## config.mk

```make
export PLATFORM = sky130hd
export DESIGN_NAME = machine_access_interlock
export DESIGN_NICKNAME = d
export VERILOG_FILES = /design/src/sv/mai_pkg.sv /design/src/sv/machine_access_interlock.sv
export SDC_FILE = /design/constraint.sdc
export NUM_CORES = 1
export LEC_CHECK = 0
export ABC_AREA = 1
export BUFFER_PORTS_ARGS = -buffer_cell sky130_fd_sc_hd__buf_4
export CORE_ASPECT_RATIO = 1.1
export CORE_MARGIN = 3
export CORE_UTILIZATION = 35
export CTS_CLUSTER_SIZE = 28
export DETAILED_ROUTE_END_ITERATION = 12
export HOLD_SLACK_MARGIN = 0.12
export PLACE_DENSITY_LB_ADDON = 0.2
export SYNTH_ARGS = -nofsm -noshare
export SYNTH_HDL_FRONTEND = slang
export SYNTH_SLANG_ARGS = --single-unit
```

## constraint.sdc

```tcl
create_clock -name i_clk -period 6.7 [get_ports i_clk]
set_input_delay 0.67 -clock i_clk [delete_from_list [all_inputs] [get_ports i_clk]]
set_output_delay 0.67 -clock i_clk [all_outputs]
set_load 0.02 [all_outputs]
```

## src/sv/mai_pkg.sv

```systemverilog
`default_nettype none

package mai_pkg;

    // Interlock states, as reported on the mode output
    typedef enum logic [1:0] {
        MODE_STANDBY = 2'd0,
        MODE_IDENT   = 2'd1,
        MODE_RUNNING = 2'd2,
        MODE_RESET   = 2'd3
    } t_mode;

    // Configuration register indexes (byte address / 4)
    typedef enum logic [1:0] {
        REG_CONST_PRESENCE = 2'd0,
        REG_STOP_FILTER    = 2'd1,
        REG_CARD_FILTER    = 2'd2,
        REG_UNUSED         = 2'd3
    } t_reg_idx;

    localparam int unsigned TIME_W   = 32;
    localparam int unsigned FILTER_W = 16;
    localparam int unsigned ADDR_W   = 4;
    localparam int unsigned DATA_W   = 32;

    localparam logic                CONST_PRESENCE_RST = 1'b1;
    localparam logic [FILTER_W-1:0] STOP_FILTER_RST    = 16'd100;
    localparam logic [FILTER_W-1:0] CARD_FILTER_RST    = 16'd3000;

endpackage

`default_nettype wire

```

## src/sv/machine_access_interlock.sv

```systemverilog
`default_nettype none

// Channel   Direction  Handshake                   Payload
// -------   ---------  --------------------------  ------------------------------------------
// poll      in         i_in_valid / o_in_stall     i_now_ms, i_card_seated, i_stop_held,
//                                                  i_auth_ok
// result    out        o_out_valid / i_out_stall   o_mode_code, o_relay_on, o_led_red,
//                                                  o_led_yellow, o_led_green
// config    in         APB (psel/penable/pready)   paddr, pwdata, prdata
//
// One item per cycle sustained while the result is not stalled. An item is held in the input
// register and then moves, in a single step, through the state machine and both filter timers
// (one 32-bit wrapping subtract and compare each) into the result register, where it is valid
// and can be taken. Synchronous active-low reset returns standby, clears both timers and loads
// the register defaults. A stalled result holds the result register; the input register then
// fills and o_in_stall rises until the result is taken.
module machine_access_interlock (
    input  wire logic                          i_clk,
    input  wire logic                          i_rst_n,

    input  wire logic                          i_in_valid,
    output      logic                          o_in_stall,
    input  wire logic [mai_pkg::TIME_W-1:0]    i_now_ms,
    input  wire logic                          i_card_seated,
    input  wire logic                          i_stop_held,
    input  wire logic                          i_auth_ok,

    output      logic                          o_out_valid,
    input  wire logic                          i_out_stall,
    output      logic [1:0]                    o_mode_code,
    output      logic                          o_relay_on,
    output      logic                          o_led_red,
    output      logic                          o_led_yellow,
    output      logic                          o_led_green,

    input  wire logic                          psel,
    input  wire logic                          penable,
    input  wire logic                          pwrite,
    input  wire logic [mai_pkg::ADDR_W-1:0]    paddr,
    input  wire logic [mai_pkg::DATA_W-1:0]    pwdata,
    output      logic [mai_pkg::DATA_W-1:0]    prdata,
    output      logic                          pready
);
    import mai_pkg::*;

    // Configuration
    logic                r_const_presence;
    logic [FILTER_W-1:0] r_stop_filter;
    logic [FILTER_W-1:0] r_card_filter;
    t_reg_idx            w_reg_idx;
    logic                w_cfg_write;

    // Input register
    logic                r_in_valid;
    logic [TIME_W-1:0]   r_now_ms;
    logic                r_card;
    logic                r_stop;
    logic                r_auth;

    // Interlock state
    t_mode               r_mode,        n_mode;
    logic                r_stop_timing, n_stop_timing;
    logic [TIME_W-1:0]   r_stop_start,  n_stop_start;
    logic                r_card_timing, n_card_timing;
    logic [TIME_W-1:0]   r_card_start,  n_card_start;

    // Result register
    logic                r_out_valid;
    t_mode               r_out_mode;

    logic                w_out_adv;
    logic                w_in_adv;
    logic                w_step;
    logic [TIME_W-1:0]   w_stop_elapsed;
    logic [TIME_W-1:0]   w_card_elapsed;

    // ---------------------------------------------------------------------
    // Configuration port: always ready, writes land on the access phase
    // ---------------------------------------------------------------------
    assign pready      = 1'b1;
    assign w_reg_idx   = t_reg_idx'(paddr[ADDR_W-1:2]);
    assign w_cfg_write = psel && penable && pwrite && pready;

    always_comb begin
        prdata = '0;
        unique case (w_reg_idx)
            REG_CONST_PRESENCE: prdata = {{(DATA_W-1){1'b0}}, r_const_presence};
            REG_STOP_FILTER:    prdata = {{(DATA_W-FILTER_W){1'b0}}, r_stop_filter};
            REG_CARD_FILTER:    prdata = {{(DATA_W-FILTER_W){1'b0}}, r_card_filter};
            REG_UNUSED:         prdata = '0;
        endcase
    end

    always_ff @(posedge i_clk) begin
        if (!i_rst_n) begin
            r_const_presence <= CONST_PRESENCE_RST;
            r_stop_filter    <= STOP_FILTER_RST;
            r_card_filter    <= CARD_FILTER_RST;
        end else if (w_cfg_write) begin
            unique case (w_reg_idx)
                REG_CONST_PRESENCE: r_const_presence <= pwdata[0];
                REG_STOP_FILTER:    r_stop_filter    <= pwdata[FILTER_W-1:0];
                REG_CARD_FILTER:    r_card_filter    <= pwdata[FILTER_W-1:0];
                REG_UNUSED:         ; // drop writes beyond the register list
            endcase
        end
    end

    // ---------------------------------------------------------------------
    // Flow control: the result register advances when empty or taken; the
    // input register refills whenever its item moves on or it is empty.
    // ---------------------------------------------------------------------
    assign w_out_adv  = !r_out_valid || !i_out_stall;
    assign w_step     = r_in_valid && w_out_adv;
    assign w_in_adv   = !r_in_valid || w_out_adv;
    assign o_in_stall = !w_in_adv;

    always_ff @(posedge i_clk) begin
        if (!i_rst_n) begin
            r_in_valid <= 1'b0;
        end else if (w_in_adv) begin
            r_in_valid <= i_in_valid;
        end
    end

    // Payload: no reset needed, qualified by r_in_valid
    always_ff @(posedge i_clk) begin
        if (w_in_adv && i_in_valid) begin
            r_now_ms <= i_now_ms;
            r_card   <= i_card_seated;
            r_stop   <= i_stop_held;
            r_auth   <= i_auth_ok;
        end
    end

    // ---------------------------------------------------------------------
    // State machine and filter timers
    // ---------------------------------------------------------------------
    always_ff @(posedge i_clk) begin
        if (!i_rst_n) begin
            r_mode        <= MODE_STANDBY;
            r_stop_timing <= 1'b0;
            r_stop_start  <= '0;
            r_card_timing <= 1'b0;
            r_card_start  <= '0;
        end else if (w_step) begin
            r_mode        <= n_mode;
            r_stop_timing <= n_stop_timing;
            r_stop_start  <= n_stop_start;
            r_card_timing <= n_card_timing;
            r_card_start  <= n_card_start;
        end
    end

    always_comb begin
        n_mode        = r_mode;
        n_stop_timing = r_stop_timing;
        n_stop_start  = r_stop_start;
        n_card_timing = r_card_timing;
        n_card_start  = r_card_start;

        // A timer that is not yet running starts at this poll's timestamp
        if (!r_stop_timing) begin
            n_stop_start = r_now_ms;
        end
        if (!r_card_timing) begin
            n_card_start = r_now_ms;
        end
        // Wrapping elapsed time since each timer started
        w_stop_elapsed = r_now_ms - n_stop_start;
        w_card_elapsed = r_now_ms - n_card_start;

        unique case (r_mode)
            MODE_STANDBY: begin
                if (r_card) begin
                    n_mode = MODE_IDENT;
                end
            end
            MODE_IDENT: begin
                n_mode = r_auth ? MODE_RUNNING : MODE_RESET;
            end
            MODE_RUNNING: begin
                if (r_const_presence) begin
                    // Stop must stay pressed for the filter time
                    if (r_stop) begin
                        n_stop_timing = 1'b1;
                        if (w_stop_elapsed >= {{(TIME_W-FILTER_W){1'b0}}, r_stop_filter}) begin
                            n_mode = MODE_RESET;
                        end
                    end else begin
                        n_stop_timing = 1'b0;
                    end
                    // Dead-man: card may be absent only up to the filter time
                    if (!r_card) begin
                        n_card_timing = 1'b1;
                        if (w_card_elapsed >= {{(TIME_W-FILTER_W){1'b0}}, r_card_filter}) begin
                            n_mode = MODE_RESET;
                        end
                    end else begin
                        n_card_timing = 1'b0;
                    end
                end else if (r_stop) begin
                    n_mode = MODE_RESET;
                end
                // Hold timer starts untouched unless a timer actually started here
                if (!(r_const_presence && r_stop)) begin
                    n_stop_start = r_stop_start;
                end
                if (!(r_const_presence && !r_card)) begin
                    n_card_start = r_card_start;
                end
            end
            MODE_RESET: begin
                if (!r_card && !r_stop) begin
                    n_mode = MODE_STANDBY;
                end
            end
        endcase

        // Outside running the timers are left exactly as they were
        if (r_mode != MODE_RUNNING) begin
            n_stop_start = r_stop_start;
            n_card_start = r_card_start;
        end
    end

    // ---------------------------------------------------------------------
    // Result register: new state, drives decoded on the way out
    // ---------------------------------------------------------------------
    always_ff @(posedge i_clk) begin
        if (!i_rst_n) begin
            r_out_valid <= 1'b0;
        end else if (w_out_adv) begin
            r_out_valid <= r_in_valid;
        end
    end

    always_ff @(posedge i_clk) begin
        if (w_step) begin
            r_out_mode <= n_mode;
        end
    end

    assign o_out_valid  = r_out_valid;
    assign o_mode_code  = r_out_mode;
    assign o_relay_on   = (r_out_mode == MODE_RUNNING);
    assign o_led_red    = (r_out_mode == MODE_RESET);
    assign o_led_yellow = (r_out_mode == MODE_STANDBY) || (r_out_mode == MODE_IDENT);
    assign o_led_green  = (r_out_mode == MODE_IDENT) || (r_out_mode == MODE_RUNNING);

endmodule

`default_nettype wire
```

== Word level (Yosys, flattened, before mapping) ==
Cells that the tools add are included.

* Flip-flop bits (word level): 140
* Input port bits: 78
* Output and inout port bits: 41
* Word-level logic and storage cells: 77

* Add/sub/neg operators: 2
* Magnitude comparators: 2
* Equal/unequal tests: 12
* Muxes and demuxes: 19
* Bitwise logic cells: 1
* Reduce and logical (&&, ||, !) cells: 26

{| class="wikitable"
|+ Operator list
! cell !! number
|-
| 2-to-1 mux 32 bit || 6
|-
| case mux 32 bit (4 select lines) || 1
|-
| greater-or-equal comparator 32 x 16 -> 1 bit || 2
|-
| subtractor 32 bit || 2
|-
| 2-to-1 mux 2 bit || 8
|-
| equality test 2 bit (second input constant) || 6
|-
| AND reduction 3 bit || 3
|-
| case mux 2 bit (4 select lines) || 1
|-
| logical AND 1 bit || 7
|-
| equality test 2 x 1 -> 1 bit (second input constant) || 3
|-
| logical NOT 1 bit || 6
|-
| logical NOT 2 bit || 3
|-
| != test 2 bit (second input constant) || 3
|-
| AND reduction 2 bit || 3
|-
| logical OR 1 bit || 4
|-
| 2-to-1 mux 1 bit || 3
|-
| NOT 1 bit || 1
|}

== Longest topological paths before layout ==
* Depth after elaboration: 9
* Mapped depth: 31

== Worst setup path before layout ==
No wires, ideal clock.

* Path type: register to register
* From: reg r_stop_timing
* To: reg r_out_mode[0] (netlist: o_mode_code[0]) (data pin)
* Library setup time: 250 ps
* Arrival time: 3484 ps
* Data required time: 6450 ps
* Path slack: 2965 ps
* Stages on the path, launching flop included: 29
* Buffers on the path: 2
* Clock period less this slack: 3735 ps
* Path through: dfxtp_1 > buf_2 > buf_1 > o21ai_0 > ha_1 > fa_1 > inv_1 > nand2_1 > nand3_1 > nand2_2 > nand2_2 > xor2_1 > ha_1 > nand2_1 > nor2_1 > a211oi_1 > nand2_1 > nor2_1 > nand2_1 > nor2_1 > nand2_1 > nor2_2 > nand2_1 > nand2_1 > nand3_1 > nand2_1 > nand2_1 > nand2_2 > inv_1

* Word-level cells in the longest chain between the ends: 9

{| class="wikitable"
|+ Ends and longest elaborated chain
! item !! RTL line !! text
|-
| start: declaration || machine_access_interlock.sv:62 || <nowiki>logic r_stop_timing, n_stop_timing;</nowiki>
|-
| start signal: assignment || machine_access_interlock.sv:148 || <nowiki>r_stop_timing <= n_stop_timing;</nowiki>
|-
| 2-to-1 mux 32 bit (*) || machine_access_interlock.sv:163 || <nowiki>if (!r_stop_timing) begin</nowiki>
|-
| subtractor 32 bit (*) || machine_access_interlock.sv:170 || <nowiki>w_stop_elapsed = r_now_ms - n_stop_start;</nowiki>
|-
| greater-or-equal comparator 32 x 16 -> 1 bit (*) || machine_access_interlock.sv:187 || <nowiki>if (w_stop_elapsed >= {{(TIME_W-FILTER_W){1'b0}}, r_stop_filter}) begin</nowiki>
|-
| 2-to-1 mux 2 bit (*) || machine_access_interlock.sv:187 ||
|-
| 2-to-1 mux 2 bit (*) || machine_access_interlock.sv:185 || <nowiki>if (r_stop) begin</nowiki>
|-
| 2-to-1 mux 2 bit || machine_access_interlock.sv:196 || <nowiki>if (w_card_elapsed >= {{(TIME_W-FILTER_W){1'b0}}, r_card_filter}) begin</nowiki>
|-
| 2-to-1 mux 2 bit (*) || machine_access_interlock.sv:194 || <nowiki>if (!r_card) begin</nowiki>
|-
| 2-to-1 mux 2 bit (*) || machine_access_interlock.sv:183 || <nowiki>if (r_const_presence) begin</nowiki>
|-
| case mux 2 bit (4 select lines) (*) || machine_access_interlock.sv:173 || <nowiki>unique case (r_mode)</nowiki>
|-
| named net n_mode[0] || machine_access_interlock.sv:61 || <nowiki>t_mode r_mode, n_mode;</nowiki>
|-
| end signal: assignment || machine_access_interlock.sv:240 || <nowiki>r_out_mode <= n_mode;</nowiki>
|-
| end: declaration || machine_access_interlock.sv:69 || <nowiki>t_mode r_out_mode;</nowiki>
|}

The timed path passes the listed nets; every way through them passes the cells marked *.
A chain may end at the register's enable or synchronous reset.

== Worst setup path after layout ==
Same ends and word-level chain as after synthesis.

==> results.json <==
{
  "outcome": "completed",
  "remaining_drc_errors": 0,
  "cts_resized": 0,
  "avgSynthCellArea_um2": 6.76,
  "diodes": 0,
  "end_kind": "flip-flop",
  "grt_pass1_wl_mm": 51.1,
  "maxSlewHeadroom": 0.268,
  "grt_overflow": 0,
  "path_delay_family": "simple AND/OR/NAND/NOR gates",
  "holdPathStages": 1,
  "antenna_left": 0,
  "grt.busiest_layer": "met2",
  "tritoncts": "yes",
  "ys_warn_count": 0,
  "postPlaceCellArea_um2": 12300,
  "post_drt_wl_per_cell_um": 14.7,
  "post-route-min-period_ns": 4.71,
  "dp_hpwl_mm": 25.7,
  "drt_wl_total_mm": 31.9,
  "ctsHoldBuffers": 0,
  "grtUsageTotal": 0.186,
  "cts_max_level": 4,
  "cts_setup_buffers": 0,
  "slowest_stage": "dfxtp_2",
  "synth_flop_cell": "dfxtp_1",
  "slew_violations": 0,
  "fmax_mhz": 212,
  "seq_area_frac_synth": 0.280,
  "critPathArrivalTime_ns": 4.91,
  "ys_types": 44,
  "crit_buf_inv": 2,
  "irDropWorstVdd_mv": 0.343,
  "finalHoldViolations": 0,
  "fin_setup_tns_ns": 0,
  "core_area_um2": 31700,
  "cp_max_fo": 37,
  "synthesis.area_um2": 11300,
  "fp.dieW_um": 177,
  "synthCells": 1673,
  "insertion_delay_ns": 0.44,
  "critical_path_required_ns": 6.91,
  "gp_congestion": 0.870,
  "dieArea_um2": 34500,
  "crit_cells": 26,
  "rsz0062_at_grt": "no",
  "grt_max_degree": 68,
  "hold_path_class": "input port to flip-flop",
  "port_buffers": 83,
  "met1_usage": 0.246,
  "worstMarginPinSlew_ns": 1.10,
  "synth_edf_count": 37,
  "p_per_area_nw_per_um2": 204,
  "fin_crit_sh": 0.702,
  "finClkSkew_ns": 0.00876,
  "antenna_found_initial": 0,
  "die-height_um": 195,
  "final_net_count": 1921,
  "syn_to_final_growth_pct": 14.1,
  "cts_buffers": 17,
  "boundaryPins": 119,
  "cp_common_cell": "nand2_1",
  "clkTransAtPathRegs_ns": 0.07,
  "vias_per_cell": 4.81,
  "maxCapViolations": 0,
  "grt_pass1_vias": 9709,
  "initial_core_util": 0.358,
  "p_leak_uw": 0.00628,
  "first_pass_iters": 5,
  "startpoint_type": "flip-flop",
  "dr.first_iter.drc_count": 535,
  "finalInstanceArea_um2": 12900,
  "cpPeakStageDelay_ns": 1.02,
  "final_common_cell": "nand2_1",
  "r2r_cells": 26,
  "synthArstFlopShare": 0,
  "layout_common_cells": "nand2_1 (486), inv_1 (270), nor2_1 (157)",
  "core.rowCount": 68,
  "clkSinkCount": 140,
  "vias": 10452,
  "use_met3": 0.0289,
  "grt_use_met2": 0.312,
  "clockRootBuffer": "clkbuf_16",
  "fillers": 3391,
  "drive_above_1_share": 0.0964,
  "ys_ff_latch": 140,
  "path_class": "flip-flop to flip-flop",
  "cts_buffer_depth": 2,
  "setup_viol": 0
}
[through the flow]
stage	hold slack, ns	worst slack (ns)	utilization	instances	total power (uW)
global route	0.380	1.51	0.408	2174	2800
detailed placement	0.449	1.91	0.389	2142	1650
finish	0.402	1.99	0.408	2174	2630
CTS	0.379	1.89	0.408	2174	2660
global placement	0.444	2.01	0.389	2142	1640
floorplan	0.429	2.97	-	1688	1450
[path summary, 6_finish.rpt]
path,slack (ns),start,endpoint
hold / removal,0.40,i_auth_ok,r_auth
setup / recovery,1.99,r_stop_timing,o_mode_code[0]
hold reg to reg,0.46,r_stop_start[1],r_stop_start[1]
setup reg to reg,1.99,r_stop_timing,o_mode_code[0]
[final cells by class]
| type | count | area, um^2 | area share |
|---|---|---|---|
| clock buffer | 17 | 425 | 0.0330 |
| clock inverter | 15 | 186 | 0.0144 |
| inverter | 271 | 1020 | 0.0788 |
| multi-input combinational | 1223 | 6920 | 0.536 |
| sequential | 140 | 3180 | 0.246 |
| tap | 420 | 526 | 0.0407 |
| timing repair buffer | 88 | 661 | 0.0512 |
[report_power, final]
part           internal, uW  leakage [uW]  switching (uW)  total [uW]
Clock                   592      0.000286             410        1000
Sequential              892       0.00119            26.1         918
Combinational           260       0.00480             451         710
Total                  1740       0.00628             887        2630
[synthesized netlist by cell type (16+ instances only)]
cell type	n	area, um^2
dfxtp_1	103	2060
ha_1	100	1250
a21oi_1	87	435
nand4_1	16	100
a211oi_1	64	480
inv_1	271	1020
xor2_1	25	219
clkbuf_1	24	90.1
o21ai_0	31	155
mux2i_1	58	581
edfxtp_1	37	1110
nand3_1	52	260
nor2_1	159	597
nand2_1	486	1820
buf_4	17	128
[registers in the layout, indices dropped and copies added (netlist names), 2 cells and up]
| name | count |
|---|---|
| r_now_ms | 32 |
| r_stop_start | 32 |
| r_card_start | 32 |
| r_stop_filter | 16 |
| r_mode | 2 |
| r_card_filter | 16 |
| o_mode_code | 2 |
[routing by layer]
layer / up-vias / part of all wire
met3: 32 / 0.037
met1: 4697 / 0.47
met5: - / 0
met2: 191 / 0.47
met4: 0 / 0.022
li1: 5532 / -
[kinds of logic (layout without fill, tap and decap cells)]
group / Yosys count / after routing / share of synthesized area
buffers and inverters: 325 / 391 / 0.115
and+or+nand+nor: 784 / 784 / 0.289
muxes: 58 / 58 / 0.0513
xor gates and xnor gates: 31 / 31 / 0.0240
AOI/OAI and AO/OA: 231 / 231 / 0.126
other: 2 / 17 / 0.000664
adders and majority gates: 102 / 102 / 0.114
DFF: 140 / 140 / 0.280
(Power assumes the default switching activity.)
